### config.mk
export PLATFORM = sky130hd
export DESIGN_NAME = qgd_merge_flat
export DESIGN_NICKNAME = d
export VERILOG_FILES = /design/src/hw/rtl/qgd_pkg.sv /design/src/hw/rtl/qgd_rsp_if.sv /design/src/hw/rtl/qgd_merge.sv /design/src/flat_wrapper.sv
export SDC_FILE = /design/constraint.sdc
export NUM_CORES = 1
export LEC_CHECK = 0
export ABC_CLOCK_PERIOD_IN_PS = 3710
export BUFFER_PORTS_ARGS = -buffer_cell sky130_fd_sc_hd__clkbuf_2
export CAP_MARGIN = 20
export CORE_AREA = 2 2 39 41
export CTS_CLUSTER_DIAMETER = 100
export DETAILED_ROUTE_END_ITERATION = 8
export DIE_AREA = 0 0 41 43
export PLACE_DENSITY = 0.77
export SYNTH_ARGS = -nofsm -noshare
export SYNTH_HDL_FRONTEND = slang
export SYNTH_SLANG_ARGS = --single-unit
export TNS_END_PERCENT = 30
### constraint.sdc
create_clock -name clock -period 3.71 [get_ports clock]
set_input_delay 0.371 -clock clock [delete_from_list [all_inputs] [get_ports clock]]
set_output_delay 0.371 -clock clock [all_outputs]
set_load 0.02 [all_outputs]
### src/hw/rtl/qgd_pkg.sv
`timescale 1ns / 1ps
`default_nettype none
// shared constants and types of the qam gray hard demapper
package qgd_pkg;

   localparam int SAMPLE_FRAC = 11;
   localparam int SCALE_FRAC  = 12;
   localparam int FRAC_BITS   = SAMPLE_FRAC + SCALE_FRAC;
   localparam int SCALE_WIDTH = 16;
   localparam int BPS_WIDTH   = 4;
   localparam int HALF_WIDTH  = 3;
   localparam int CSR_INDEX_WIDTH = 2;
   localparam int CSR_DATA_WIDTH  = 16;

   localparam logic [CSR_INDEX_WIDTH-1:0] CSR_BITS_PER_SYMBOL = 2'd0;
   localparam logic [CSR_INDEX_WIDTH-1:0] CSR_REV_SCALE       = 2'd1;

   localparam logic [BPS_WIDTH-1:0]   BPS_RESET       = 4'd2;
   localparam logic [SCALE_WIDTH-1:0] REV_SCALE_RESET = 16'd4096;

   typedef struct packed {
      logic                  bpsk;
      logic [HALF_WIDTH-1:0] half;
   } sym_ctrl_type;

endpackage
`default_nettype wire

### src/hw/rtl/qgd_rsp_if.sv
`timescale 1ns / 1ps
`default_nettype none
// decision channel: valid, ready and the packed symbol bits
interface qgd_rsp_if #(
   parameter int MAX_BITS_PER_SYMBOL = 8
);
   logic                           valid;
   logic                           ready;
   logic [MAX_BITS_PER_SYMBOL-1:0] symbol_bits;

   modport source (output valid, output symbol_bits, input ready);
   modport sink (input valid, input symbol_bits, output ready);
endinterface
`default_nettype wire

### src/hw/rtl/qgd_merge.sv
`timescale 1ns / 1ps
`default_nettype none
// merge stage: packs the lane decisions into the output register
module qgd_merge
   import qgd_pkg::*;
#(
   parameter int MAX_BITS_PER_SYMBOL = 8,
   parameter int LEVEL_WIDTH         = 4
) (
   input  wire                         clock,
   input  wire                         reset,
   input  wire                         in_valid,
   output logic                        in_ready,
   input  wire sym_ctrl_type           ctrl,
   input  wire [LEVEL_WIDTH-1:0]       level_i,
   input  wire [LEVEL_WIDTH-1:0]       level_q,
   qgd_rsp_if.source                   rsp
);

   logic                           valid_ff;
   logic [MAX_BITS_PER_SYMBOL-1:0] bits_ff;
   logic [MAX_BITS_PER_SYMBOL-1:0] bits_in;

   assign in_ready = !valid_ff || rsp.ready;

   always_comb begin
      if (ctrl.bpsk) begin
         bits_in = MAX_BITS_PER_SYMBOL'(level_i);
      end else begin
         bits_in = (MAX_BITS_PER_SYMBOL'(level_i) << ctrl.half)
                 | MAX_BITS_PER_SYMBOL'(level_q);
      end
   end

   always_ff @(posedge clock) begin
      if (reset) begin
         valid_ff <= 1'b0;
      end else if (in_ready) begin
         valid_ff <= in_valid;
      end
   end

   always_ff @(posedge clock) begin
      if (in_ready) begin
         bits_ff <= bits_in;
      end
   end

   assign rsp.valid       = valid_ff;
   assign rsp.symbol_bits = bits_ff;

endmodule
`default_nettype wire

### src/flat_wrapper.sv
// flat-port wrapper written by rule: the top's interface ports become plain ports
module qgd_merge_flat import qgd_pkg::*;
#(
   parameter int MAX_BITS_PER_SYMBOL = 8,
   parameter int LEVEL_WIDTH         = 4
)
  (clock, reset, in_valid, in_ready, ctrl, level_i, level_q, rsp_valid, rsp_symbol_bits, rsp_ready);
  qgd_rsp_if #(.MAX_BITS_PER_SYMBOL(MAX_BITS_PER_SYMBOL)) rsp_i ();
  input  wire clock;
  input  wire reset;
  input  wire in_valid;
  output logic in_ready;
  input  wire sym_ctrl_type ctrl;
  input  wire [LEVEL_WIDTH-1:0] level_i;
  input  wire [LEVEL_WIDTH-1:0] level_q;
  output wire logic [$bits(rsp_i.valid)-1:0] rsp_valid;
  output wire logic [$bits(rsp_i.symbol_bits)-1:0] rsp_symbol_bits;
  input wire logic [$bits(rsp_i.ready)-1:0] rsp_ready;
  assign rsp_valid = rsp_i.valid;
  assign rsp_symbol_bits = rsp_i.symbol_bits;
  assign rsp_i.ready = rsp_ready;
  qgd_merge #(.MAX_BITS_PER_SYMBOL(MAX_BITS_PER_SYMBOL), .LEVEL_WIDTH(LEVEL_WIDTH)) u_core (.clock(clock), .reset(reset), .in_valid(in_valid), .in_ready(in_ready), .ctrl(ctrl), .level_i(level_i), .level_q(level_q), .rsp(rsp_i));
endmodule
==> flow_metrics.py <==
metrics = {
    "setup_path": {
        "critPathTopFamily": "flip-flops",
        "slowest_stage": "dfxtp_1",
        "cp.required_ns": 3.34,
        "crit_buf_inv": 1,
        "arrival_ns": 1.12,
        "cp_cell_sequence": "nand2b_1 > clkbuf_2",
        "slowest_delay_ns": 0.31,
        "end_kind": "output port",
        "critical_path_class": "register to output port",
        "worstPathMaxFanout": 10,
        "startpoint_type": "register",
    },
    "synth": {
        "ys_types": 22,
        "ys_ff_latch": 9,
        "synth.area.top_cells": "edfxtp_1, mux2_2, mux2i_1",
        "synth_top_cells_by_count": "edfxtp_1, inv_1, nand3_1",
        "yosysSeqAreaShare": 0.491,
        "synth_edf_count": 8,
        "netlist_instances": 48,
        "yosys.area.top_type_share": 0.453,
        "synth.avg_cell_area_sq_um": 11.1,
        "synth_area_sq_um": 531,
        "synth_most_common_cell": "edfxtp_1",
        "ys.flop_type": "edfxtp_1",
        "synthArstFlopShare": 0,
        "syn_nets": 64,
        "yosysWarnings": 0,
        "synth_top_cell_by_area": "edfxtp_1",
    },
    "clock_network": {
        "cts_hold_buf": 0,
        "htreeDepth": 1,
        "cts_resized": 0,
        "clockRootBuffer": "clkbuf_4",
        "insertion_delay_ns": 0.25,
        "cts_inserted_buffers": 3,
        "cts_tree": "done",
        "post_cts_buffers": 0,
        "clockBufferDepth": 2,
        "cts_num_sinks": 9,
        "path_clk_slew_ns": 0.05,
    },
    "route": {
        "avgViaCountPerCell": 4.92,
        "drtAntennaViolNets": 0,
        "drt_pass1_iterations": 3,
        "wl_per_cell_um": 11.3,
        "wl_um": 1020,
        "vias": 443,
        "drtIter0Drc": 14,
        "drc": 0,
    },
    "finish": {
        "finalNonFillerCells": 90,
        "antenna_cells": 0,
        "fillers": 134,
        "fin_nets": 91,
        "area_delta_synth_final_pct": 28.5,
        "drive_gt1_frac": 0.473,
    },
    "sta": {
        "fmax_mhz": 671,
        "fin_ws_ns": 2.22,
        "hold_viol": 0,
        "period_share": 0.401,
        "setup-tns-final_ns": 0,
        "setup_viol": 0,
        "clock_skew_ns": 0.00173,
        "slew_headroom": 0.730,
        "slew_violations": 0,
        "rsz0062_at_grt": "no",
        "fin_crit_ns": 1.49,
        "worst_slew_pin_slew_ns": 0.406,
    },
    "placement": {
        "hpwl_um": 796,
        "numPortBuffers": 25,
        "place_congestion": 0.748,
        "pre_cts_ws_ns": 2.13,
        "place_inst": 86,
    },
    "global_route": {
        "track_usage": 0.142,
        "grt_pass1_vias": 400,
        "antenna_found_initial": 0,
        "grt-ovfl-total": 0,
        "grt_max_degree": 13,
        "grt_pass1_wl_um": 1640,
    },
    "power_and_ir_drop": {
        "p_per_area_nw_per_um2": 369,
        "finalPower_w": 0.000252,
        "peakVddDrop_mv": 0.107,
        "p_leak_nw": 0.319,
    },
    "floorplanning": {
        "fp.coreArea_sq_um": 1380,
        "die_area_sq_um": 1760,
        "die_h_um": 43,
        "die-width_um": 41,
        "io_pins": 26,
        "initial_utilization": 0.383,
        "rows": 14,
    },
    "worst_hold_path": {
        "hold_class": "primary input to register",
    },
    "status": {
        "status": "finished clean",
    },
    "run": {
        "maxCapViolCount": 0,
    },
}
## through the flow
step | instance area [sq um] | hold slack, ns | utilization
CTS | 682 | 0.273 | 0.493
global route | 682 | 0.271 | 0.493
detailed placement | 656 | 0.528 | 0.474
global placement | 656 | 0.525 | 0.474
finish | 682 | 0.284 | 0.493
floorplan | 531 | 0.440 | -
## routing by layer
metal,wire length [um],global-route usage
met5,0,0
met4,19,0.140
met3,61,0
met2,485,0.222
met1,454,0.160
## power breakdown
group          total [W]  switching, W  internal (W)
registers       0.000123    0.00000228      0.000120
logic          0.0000571     0.0000339     0.0000232
clock network  0.0000718     0.0000305     0.0000412
## flip-flops by register name, indices dropped and copies added (netlist names)
name / cells
u_core.rsp.valid: 1
u_core.rsp.symbol_bits: 8
## cell families (layout without fill, tap and decap cells)
group                  count (synthesis)  in the layout  share of synthesized area
multiplexers                           7              7                      0.163
AND/OR/NAND/NOR                       11             11                      0.116
flip-flops                             9              9                      0.491
buffers and inverters                  9             35                     0.0802
AO/OA/AOI/OAI                         12             12                      0.151
## final cells by class
cell class	count	area, sq um	share of cell area
multi-input combinational	30	228	0.334
tap	16	20.0	0.0294
clock buffer	4	26.3	0.0385
inverter	6	22.5	0.0330
timing repair buffer	25	125	0.183
sequential	9	260	0.382
## cell usage in the layout (no fill, tap or decap)
master    netlist  final
mux2_2          3      3
o21ai_0         3      3
clkbuf_4        0      3
nand2_1         3      3
nor3_1          1      1
edfxtp_1        8      8
o22a_2          1      1
o31ai_1         2      2
a21oi_2         1      1
dfxtp_1         1      1
or3_1           1      1
nor3b_2         1      1
nand2b_1        1      1
inv_1           6      6
mux4_2          1      1
clkbuf_1        0      1
mux2i_1         3      3
clkbuf_2        0     25
a31oi_1         2      2
a21oi_1         2      2
nand3_1         4      4
a221oi_1        1      1
## path summary, 6_finish.rpt
check,startpoint,endpoint,slack (ns),cells past startpoint
worst min register to register,u_core.rsp.valid$_SDFFE_PP0P_,u_core.rsp.valid$_SDFFE_PP0P_,0.80,2
worst max register to register,u_core.rsp.valid$_SDFFE_PP0P_,u_core.rsp.symbol_bits[6]$_SDFFCE_PP0P_,2.75,1
worst min-delay path,reset,u_core.rsp.valid$_SDFFE_PP0P_,0.28,2
worst max-delay path,u_core.rsp.valid$_SDFFE_PP0P_,in_ready,2.22,2
(Power assumes the default switching activity.)
