<file path="src/hw/rtl/qgd_pkg.sv">
`timescale 1ns / 1ps
`default_nettype none
// shared constants and types of the qam gray hard demapper
package qgd_pkg;

   localparam int SAMPLE_FRAC = 11;
   localparam int SCALE_FRAC  = 12;
   localparam int FRAC_BITS   = SAMPLE_FRAC + SCALE_FRAC;
   localparam int SCALE_WIDTH = 16;
   localparam int BPS_WIDTH   = 4;
   localparam int HALF_WIDTH  = 3;
   localparam int CSR_INDEX_WIDTH = 2;
   localparam int CSR_DATA_WIDTH  = 16;

   localparam logic [CSR_INDEX_WIDTH-1:0] CSR_BITS_PER_SYMBOL = 2'd0;
   localparam logic [CSR_INDEX_WIDTH-1:0] CSR_REV_SCALE       = 2'd1;

   localparam logic [BPS_WIDTH-1:0]   BPS_RESET       = 4'd2;
   localparam logic [SCALE_WIDTH-1:0] REV_SCALE_RESET = 16'd4096;

   typedef struct packed {
      logic                  bpsk;
      logic [HALF_WIDTH-1:0] half;
   } sym_ctrl_type;

endpackage
`default_nettype wire

</file>
<file path="src/hw/rtl/qgd_lane.sv">
`timescale 1ns / 1ps
`default_nettype none
// one axis lane: scale multiply register, level decision and gray coding
module qgd_lane
   import qgd_pkg::*;
#(
   parameter int SAMPLE_WIDTH = 16,
   parameter int LEVEL_WIDTH  = 4
) (
   input  wire                           clock,
   input  wire                           load_en,
   input  wire signed [SAMPLE_WIDTH-1:0] sample,
   input  wire [SCALE_WIDTH-1:0]         rev_scale,
   input  wire [HALF_WIDTH-1:0]          half,
   output logic [LEVEL_WIDTH-1:0]        gray_level
);

   localparam int PW = SAMPLE_WIDTH + SCALE_WIDTH + 1;
   localparam int MW = LEVEL_WIDTH + FRAC_BITS + 2;
   localparam int NW = ((PW > MW) ? PW : MW) + 1;
   localparam int HW = NW - (FRAC_BITS + 1);

   logic signed [PW-1:0] product_ff;
   logic signed [PW-1:0] product_in;
   logic [HW-1:0]        m_val;
   logic [HW-1:0]        mask;
   logic [NW-1:0]        m_term;
   logic [NW-1:0]        n_sum;
   logic [HW-1:0]        lvl_raw;
   logic [LEVEL_WIDTH-1:0] level;

   assign product_in = sample * $signed({1'b0, rev_scale});

   always_ff @(posedge clock) begin
      if (load_en) begin
         product_ff <= product_in;
      end
   end

   // (v + m) / 2 in units of the product scale, floored
   assign m_val   = HW'(1) << half;
   assign mask    = m_val - HW'(1);
   assign m_term  = {1'b0, m_val, {FRAC_BITS{1'b0}}};
   assign n_sum   = {{(NW-PW){product_ff[PW-1]}}, product_ff} + m_term;
   assign lvl_raw = n_sum[NW-1:FRAC_BITS+1];

   always_comb begin
      if (n_sum[NW-1]) begin
         level = '0;
      end else if (lvl_raw > mask) begin
         level = mask[LEVEL_WIDTH-1:0];
      end else begin
         level = lvl_raw[LEVEL_WIDTH-1:0];
      end
   end

   assign gray_level = level ^ (level >> 1);

endmodule
`default_nettype wire

</file>
<file path="config.mk">
export PLATFORM = sky130hd
export DESIGN_NAME = qgd_lane
export DESIGN_NICKNAME = d
export VERILOG_FILES = /design/src/hw/rtl/qgd_pkg.sv /design/src/hw/rtl/qgd_lane.sv
export SDC_FILE = /design/constraint.sdc
export NUM_CORES = 1
export LEC_CHECK = 0
export BUFFER_PORTS_ARGS = -buffer_cell sky130_fd_sc_hd__buf_4
export CORE_ASPECT_RATIO = 0.8
export CORE_MARGIN = 2
export CORE_UTILIZATION = 50
export CTS_BUF_LIST = sky130_fd_sc_hd__clkbuf_16
export CTS_CLUSTER_SIZE = 30
export DETAILED_ROUTE_END_ITERATION = 10
export PLACE_DENSITY = 0.74
export SYNTH_ARGS = -nofsm -noshare
export SYNTH_HDL_FRONTEND = slang
export SYNTH_SLANG_ARGS = --single-unit
</file>
<file path="constraint.sdc">
create_clock -name clock -period 12.69 [get_ports clock]
set_input_delay 3.1725 -clock clock [delete_from_list [all_inputs] [get_ports clock]]
set_output_delay 3.1725 -clock clock [all_outputs]
set_load 0.02 [all_outputs]
</file>
==> results of run 1 <==
## power by group through the flow
stage | registers (mW) | logic [mW] | clock network, mW
floorplan | 0.0882 | 1.44 | 0
global placement | 0.0981 | 1.85 | 0
detailed placement | 0.0970 | 1.90 | 0
CTS | 0.0964 | 1.91 | 0.0554
global route | 0.0976 | 2.23 | 0.0571
finish | 0.0968 | 1.89 | 0.0545
## synthesized netlist by cell type (all sizes together), types with 2 or more instances
library cell,count
xnor2,13
a211oi,4
ha,137
a31o,2
nor3,13
a21oi,20
o31ai,2
clkbuf,32
a21boi,4
inv,252
and3,4
nand3,9
nand2,136
nand2b,5
o21a,3
fa,194
and2,119
xor2,8
edfxtp,10
buf,4
or3,2
o21ai,13
a21o,7
nor2,36
o211ai,3
nand4,5
nor2b,3
## kinds of logic (layout without fill, tap and decap cells)
logic type	count (synthesis)	count (layout)
compound gates	70	70
xor+xnor	21	21
fa+ha+maj	331	331
buf+inv	288	296
flops	10	10
mux	1	1
other cells	1	2
simple gates	334	334
## worst max-delay path, cell delays in order
cell and delay (ps):
buf_4 140, nor3_2 330, nand2_1 120, fa_1 410, nor2b_1 120, o21ai_1 80
a21boi_0 260, o21ai_1 120, a21boi_0 410, o22ai_1 180, xnor2_1 170, ha_1 270
a21oi_1 140, nor2b_1 60, o21ai_0 150, o211ai_1 130, nand2_1 180, nor2_1 70
a211oi_1 220, buf_4 180
## cell type report
class                           instances  area, um^2  share of cell area
Sequential cell                        10         300              0.0304
Multi-Input combinational cell        759        7950               0.804
Tap cell                              253         317              0.0320
Inverter                              252         946              0.0956
Timing Repair Buffer                   40         300              0.0304
Clock buffer                            3        75.1             0.00759
Clock inverter                          1        3.75            0.000380
## per-stage QoR
stage          utilization  hold WS, ps
2_1_floorplan            -         3290
6_report             0.543         3240
4_1_cts              0.543         3240
3_3_place_gp         0.538         3480
3_5_place_dp         0.538         3480
5_1_grt              0.543         3250
## how the worst max path moves through the flow
stage	start	to	cells past startpoint
after floorplan	half[1]	gray_level[1]	19
after global placement	half[1]	gray_level[2]	20
after detailed placement	half[1]	gray_level[1]	20
after CTS	half[1]	gray_level[1]	20
after global routing	half[1]	gray_level[2]	19
final	half[1]	gray_level[1]	20
## layer usage
metal	up-vias	wire length, um	track usage
li1	3196	-	-
met1	3393	9700	0.343
met2	241	9280	0.347
met3	20	1500	0.0213
met4	0	190	0.0275
met5	-	0	0
==> impl_metrics.json, run 1 <==
{
  "synth_xor_area_frac": 0.0197,
  "regMostFlops": "product_ff",
  "viasPerCell": 5.20,
  "final_area_mm2": 0.00989,
  "top_regs": "product_ff: 10 flops",
  "initial_utilization": 0.512,
  "arrival_ps": 6920,
  "syn_to_final_growth_pct": 6.01,
  "place_congestion": 0.883,
  "rsz0062_at_grt": "false",
  "post-route-period-util": 0.795,
  "pre_cts_ws_ps": 2650,
  "clkPwrFrac": 0.027,
  "largest_register_ffs": 10,
  "peakVddDrop_mv": 0.217,
  "ioPinCount": 41,
  "grt_max_degree": 17,
  "fillers": 1625,
  "final_nets": 1434,
  "cts_buffer_depth": 2,
  "power.switching_mw": 1.12,
  "stdcell_count": 1318,
  "outcome": "finished clean",
  "path_class": "input port to output port",
  "post-route-min-period_ps": 10090,
  "synth_compound_area_frac": 0.0512,
  "cp-start-kind": "input port",
  "die_w_um": 157,
  "max_freq_ghz": 0.0991,
  "drive_gt1_frac": 0.0545,
  "cts-root-buf": "clkbuf_16",
  "grt_pass1_vias": 7052,
  "hpwl_um": 16800,
  "fin_ws_ps": 2600,
  "yosys.area_share.simple": 0.179,
  "internal_power_mw": 0.923,
  "overflow": 0,
  "sequentialPowerShare": 0.047,
  "port_buffers": 40,
  "whs_endpoint": "product_ff[27]",
  "route.detailed.drc": 0,
  "syn_inst": 1056,
  "wl_um": 20700,
  "synth_top_family_by_area": "adder cells",
  "endpoint_kind": "output port",
  "cts_tree": "yes",
  "swShare": 0.548,
  "hold_path_depth": 1,
  "seq_area_frac_synth": 0.0322,
  "synth-warning-count": 0,
  "min_path_type": "input port to flip-flop",
  "die_area_mm2": 0.0198,
  "diodes": 0,
  "cts.hold.buffers_added": 0,
  "final_common_cell": "inv_1",
  "mostFrequentLayoutCells": "inv_1, fa_1, ha_1",
  "cts_resized": 0,
  "worstPathRequired_ps": 9520,
  "p_leak_nw": 5.25,
  "ys_top_cells_by_area": "fa_1, ha_1, inv_1, and2_1, nand2_1",
  "post_dp_cell_area_mm2": 0.00981,
  "post_cts_buffers": 0,
  "dr.pass1.iters": 5,
  "ys.flop_type": "edfxtp_1",
  "min_from": "load_en",
  "coreArea_mm2": 0.0182,
  "cp_max_fo": 9,
  "yosysTopAreaCellShare": 0.416,
  "grt_util_all_layers": 0.221,
  "power.density_mw_per_mm2": 206,
  "fin_tns_setup_ps": 0,
  "hold_viol": 0,
  "p_total_mw": 2.04,
  "async_flop_share": 0,
  "htree_levels": 1,
  "yosysTopAreaCell": "fa_1",
  "dp.cells": 1314,
  "postRouteAntennaNets": 0,
  "antenna_found_initial": 0,
  "setup_viol": 0,
  "fp-row-count": 44,
  "fp.dieH_um": 126,
  "netlist_area_mm2": 0.00933,
  "power_frac_comb": 0.926,
  "cts-buffers-inserted": 3,
  "synth_enable_flop_cells": 10,
  "vias": 6850,
  "numClockSinks": 10,
  "synthMuxAreaShare": 0.00107,
  "ys_seq_elements": 10,
  "synth_area_per_cell_um2": 8.83,
  "clkTransAtPathRegs_ps": 40,
  "wl_per_cell_um": 15.7,
  "grt_pass1_wl_um": 34900,
  "synthAdderAreaFrac": 0.600,
  "drv_slew": 0,
  "max_cap_violations": 0,
  "drt_iter0_markers": 386,
  "synthDistinctLibCells": 53
}
Power figures use the tool's default switching activity.
==> run 2, diff against run 1 <==
--- a/config.mk
+++ b/config.mk
@@ -5,6 +5,7 @@
 export SDC_FILE = /design/constraint.sdc
 export NUM_CORES = 1
 export LEC_CHECK = 0
+export ABC_AREA = 1
 export BUFFER_PORTS_ARGS = -buffer_cell sky130_fd_sc_hd__buf_4
 export CORE_ASPECT_RATIO = 0.8
 export CORE_MARGIN = 2
@@ -12,7 +13,7 @@
 export CTS_BUF_LIST = sky130_fd_sc_hd__clkbuf_16
 export CTS_CLUSTER_SIZE = 30
 export DETAILED_ROUTE_END_ITERATION = 10
-export PLACE_DENSITY = 0.74
+export PLACE_DENSITY = 0.76
 export SYNTH_ARGS = -nofsm -noshare
 export SYNTH_HDL_FRONTEND = slang
 export SYNTH_SLANG_ARGS = --single-unit
==> constraint.sdc (replaced) <==
create_clock -name clock -period 9.1 [get_ports clock]
set_input_delay 2.275 -clock clock [delete_from_list [all_inputs] [get_ports clock]]
set_output_delay 2.275 -clock clock [all_outputs]
set_load 0.02 [all_outputs]
==> run 2 against run 1 <==
Hold slack lost 880 ps. Critical endpoint unchanged. Sequential share of layout area shrank 0.30 points. Area after synthesis grew 12%. Die area grew 12%.
==> impl_metrics.json, run 2 <==
{
  "drt_iter0_markers": 527,
  "die_w_um": 166,
  "cts_tree": "yes",
  "worst_pin_slew_ps": 619,
  "async_flop_share": 0,
  "postRouteAntennaNets": 0,
  "grt_pass1_wl_um": 42400,
  "ys_seq_elements": 10,
  "relSlewSlack": 0.587,
  "synth-warning-count": 0,
  "yosysTopAreaCell": "fa_1",
  "rsz0062_at_grt": "false",
  "numClockSinks": 10,
  "max_cap_violations": 0,
  "synth_enable_flop_cells": 10,
  "synth_xor_area_frac": 0.00824,
  "cts_resized": 0,
  "cts-buffers-inserted": 3,
  "post-route-period-util": 0.875,
  "fin_tns_setup_ps": 0,
  "mostFrequentLayoutCells": "inv_1, nand2_1, fa_1",
  "yosys.area_share.simple": 0.215,
  "drive_gt1_frac": 0.0432,
  "hpwl_um": 20700,
  "port_buffers": 40,
  "outcome": "finished clean",
  "ioPinCount": 41,
  "synthTopCellsByCount": "inv_1, nand2_1, fa_1, ha_1, nor2_1",
  "final_nets": 1827,
  "netlist_area_mm2": 0.0105,
  "syn_inst": 1469,
  "cts-root-buf": "clkbuf_16",
  "arrival_ps": 5690,
  "final-seq-area_um2": 300,
  "dr.pass1.iters": 7,
  "post_cts_buffers": 0,
  "ys.flop_type": "edfxtp_1",
  "path_class": "input port to output port",
  "grt_util_all_layers": 0.230,
  "cp-start-kind": "input port",
  "fillers": 1977,
  "vias": 8552,
  "viasPerCell": 4.95,
  "wl_um": 23700,
  "synth_compound_area_frac": 0.0380,
  "cts.hold.buffers_added": 0,
  "max_freq_ghz": 0.126,
  "initial_utilization": 0.507,
  "min_path_type": "input port to flip-flop",
  "cts_buffer_depth": 2,
  "final_common_cell": "inv_1",
  "antenna_found_initial": 0,
  "multi_input_area_mm2": 0.00834,
  "route.detailed.drc": 0,
  "synthMuxAreaShare": 0,
  "diodes": 0,
  "overflow": 0,
  "synth_top_family_by_area": "adder cells",
  "worstPathRequired_ps": 6830,
  "hold_viol": 0,
  "setup_viol": 0,
  "syn_to_final_growth_pct": 4.85,
  "grt_max_degree": 18,
  "endpoint_kind": "output port",
  "post-route-min-period_ps": 7960,
  "seq_area_frac_synth": 0.0287,
  "fp-row-count": 47,
  "regMostFlops": "product_ff",
  "coreArea_mm2": 0.0206,
  "ys_top_cells_by_area": "fa_1, ha_1, inv_1, nand2_1, edfxtp_1",
  "top_regs": "product_ff: 10 flops",
  "drv_slew": 0,
  "synth_most_common_cell": "inv_1",
  "wl_per_cell_um": 13.7,
  "synthDistinctLibCells": 37,
  "place_congestion": 0.930,
  "grt_pass1_vias": 9073,
  "clkTransAtPathRegs_ps": 40,
  "htree_levels": 1,
  "die_area_mm2": 0.0221,
  "synth_area_per_cell_um2": 7.13,
  "synthAdderAreaFrac": 0.534,
  "largest_register_ffs": 10,
  "yosysTopAreaCellShare": 0.371,
  "cp_max_fo": 10,
  "fp.dieH_um": 133
}
## run 2: cell count changes after synthesis, moves of 14 or more
cell,before,now
o21ai_0,8,22
nand2_1,135,420
nand3_1,8,33
clkbuf_1,32,55
a21oi_1,17,44
and2_1,119,1
inv_1,252,431
nor2_1,35,64
## run 2: cell type report
cell class | instances | area share
clock buffers | 3 | 0.00684
multi-input cells | 971 | 0.759
inverters | 433 | 0.148
repair buffers | 40 | 0.0273
clock inverters | 1 | 0.000342
flip-flops and latches | 10 | 0.0273
well taps | 269 | 0.0306
## run 2: metal layers
| metal | global-route usage | share of wire | vias up |
|---|---|---|---|
| met5 | 0 | 0 | - |
| met4 | 0.0300 | 0.010 | 0 |
| met3 | 0.0371 | 0.075 | 22 |
| met2 | 0.391 | 0.46 | 262 |
| met1 | 0.322 | 0.46 | 4067 |
| li1 | - | - | 4201 |
## run 2: metrics by stage
step / std cells / hold WS (ps) / setup slack [ps] / util / area (um^2)
final: 1727 / 2350 / 1140 / 0.532 / 11000
after detailed placement: 1723 / 2600 / 1180 / 0.528 / 10900
after CTS: 1727 / 2350 / 1170 / 0.532 / 11000
after global placement: 1723 / 2590 / 1290 / 0.528 / 10900
after global routing: 1727 / 2360 / 782 / 0.532 / 11000
after floorplan: 1470 / 2390 / 1780 / - / 10500
## run 2: cell families (layout without fill, tap and decap cells)
family	after synthesis	in the layout
and+or+nand+nor	554	554
buffers and inverters	489	477
adders and majority gates	331	331
AOI/OAI and AO/OA	75	75
DFF	10	10
xor gates and xnor gates	9	9
other	1	2
## run 2: path summary, 6_finish.rpt
check                       endpoint  depth (start not counted)     from
worst min-delay path  product_ff[23]                          1  load_en
worst max-delay path   gray_level[1]                         24  half[2]
## run 2: worst max-delay path, stage by stage
cell and delay (ps):
buf_4 140, inv_2 150, nand2_1 200, nor2_1 230
inv_1 80, fa_1 410, nand3b_1 190, nand2_1 100
nand4_1 80, nand2_1 80, nand2_1 60, nand2_1 210
inv_1 110, ha_1 320, nand2_2 80, nor2_4 140
nand3_1 100, nand3_2 200, nand2_4 110, nand2_1 80
nand2_1 70, nand3_1 80, nand2_1 60, buf_4 150
Power of run 2 is left out: the tool's default activity adds up to more than one toggle a clock period on the data nets, which glitch-free logic cannot reach.
==> run 3, diff against run 2 <==
--- a/config.mk
+++ b/config.mk
@@ -8,7 +8,6 @@
 export ABC_AREA = 1
 export BUFFER_PORTS_ARGS = -buffer_cell sky130_fd_sc_hd__buf_4
 export CORE_ASPECT_RATIO = 0.8
-export CORE_MARGIN = 2
 export CORE_UTILIZATION = 50
 export CTS_BUF_LIST = sky130_fd_sc_hd__clkbuf_16
 export CTS_CLUSTER_SIZE = 30
==> constraint.sdc (replaced) <==
create_clock -name clock -period 6.8 [get_ports clock]
set_input_delay 1.7 -clock clock [delete_from_list [all_inputs] [get_ports clock]]
set_output_delay 1.7 -clock clock [all_outputs]
set_load 0.02 [all_outputs]
==> run 3 against run 2 <==
Flip-flop and latch count stayed put. Die area is 2.7% lower. Critical path depth is 3 lower. Largest cell class unchanged.
==> impl_metrics.json, run 3 (synthesized netlist as in run 2, its figures left out) <==
{
  "outcome": "finished clean",
  "route.met3.wl_um": 2680,
  "setup_viol": 0,
  "dr.pass1.iters": 5,
  "vias": 8684,
  "grt_pass1_vias": 9212,
  "initial_utilization": 0.520,
  "pre_cts_ws_ps": -41.1,
  "overflow": 0,
  "max_cap_violations": 0,
  "path_common_cell": "nand2_1",
  "wl_per_cell_um": 14.9,
  "wl_met1_um": 11500,
  "postRouteAntennaNets": 0,
  "drt_iter0_markers": 569,
  "post-route-period-util": 0.962,
  "finalCoreUtilization": 0.553,
  "viasPerCell": 5.00,
  "cp_max_fo": 9,
  "path_class": "input port to output port",
  "fin_ws_ps": 257,
  "post_dp_cell_area_mm2": 0.0110,
  "wl_met2_um": 11400,
  "htree_levels": 1,
  "die_area_mm2": 0.0215,
  "wl_um": 25800,
  "cts_resized": 0,
  "cts.hold.buffers_added": 0,
  "place_congestion": 0.921,
  "stdcell_count": 1736,
  "max_freq_ghz": 0.153,
  "post-route-min-period_ps": 6540,
  "port_buffers": 40,
  "hold_path_depth": 1,
  "hold_viol": 0,
  "cts_tree": "yes",
  "cts-root-buf": "clkbuf_16",
  "route.detailed.drc": 0,
  "min_from": "load_en",
  "regMostFlops": "product_ff",
  "endpoint_kind": "output port",
  "drv_slew": 0,
  "syn_to_final_growth_pct": 6.45,
  "cts_buffer_depth": 2,
  "cp-start-kind": "input port",
  "grt_util_all_layers": 0.259,
  "antenna_found_initial": 0,
  "max_stage_delay_ps": 370,
  "post_cts_buffers": 0,
  "die_w_um": 164,
  "grt_pass1_wl_um": 44500,
  "cts-buffers-inserted": 3,
  "top_regs": "product_ff: 10 flops",
  "cp_cell_sequence": "buf_4 > inv_2 > buf_4 > nor3_1 > ha_1 > nand2_1 > o211ai_1 > a21oi_1 > xor2_1 > inv_1 > ha_1 > nand2_1 > nor2_4 > nand3_1 > nand3_4 > nand2_4 > nand2_1 > nand2_1 > nand3_1 > nand2_1 > buf_4",
  "arrival_ps": 4840,
  "min_path_type": "input port to flip-flop",
  "worstPathRequired_ps": 5100,
  "diodes": 0,
  "grt_max_degree": 17,
  "ioPinCount": 41,
  "rsz0062_at_grt": "false",
  "hpwl_um": 22300,
  "cp-startpoint": "half[2]",
  "dp.cells": 1732,
  "numClockSinks": 10,
  "highest_layer": "met4",
  "coreArea_mm2": 0.0201,
  "fp-row-count": 46,
  "clkTransAtPathRegs_ps": 40,
  "largest_register_ffs": 10,
  "fp.dieH_um": 131,
  "slowest_stage": "ha_1",
  "final_nets": 1841,
  "final_area_mm2": 0.0111,
  "mostFrequentLayoutCells": "inv_1, nand2_1, fa_1",
  "final_common_cell": "inv_1",
  "drive_gt1_frac": 0.0584
}
-- run 3: changes by cell type in the layout (fill, tap and decap cells not counted), sizes merged --
cell | before | now
buf | 40 | 54
-- run 3: final cells by class --
| class | instances | area (um^2) |
|---|---|---|
| clock buffers | 3 | 75.1 |
| flip-flops and latches | 10 | 300 |
| fillers | 1917 | 8990 |
| clock inverters | 1 | 3.75 |
| inverters | 433 | 1630 |
| repair buffers | 54 | 420 |
| well taps | 264 | 330 |
| multi-input cells | 971 | 8390 |
-- run 3: path summary, 6_finish.rpt --
path / endpoint
setup / recovery: gray_level[1]
hold / removal: product_ff[24]
-- run 3: worst max-delay path: cells and delay by family --
kind / cells / cell delay (ps)
compound gates: 2 / 280
buf+inv: 5 / 540
fa+ha+maj: 2 / 650
simple gates: 11 / 1430
xor+xnor: 1 / 250
-- run 3: per-stage QoR --
step,setup TNS (ps),hold slack (ps)
2_1_floorplan,0,1810
3_3_place_gp,0,2030
3_5_place_dp,-79.7,2030
4_1_cts,0,1780
5_1_grt,0,1790
6_report,0,1770
-- run 3: layer usage --
metal	track usage	vias to the layer above
li1	-	4225
met1	0.376	4067
met2	0.411	360
met3	0.0445	32
met4	0.0412	0
met5	0	-
Power of run 3 is left out for the same reason.
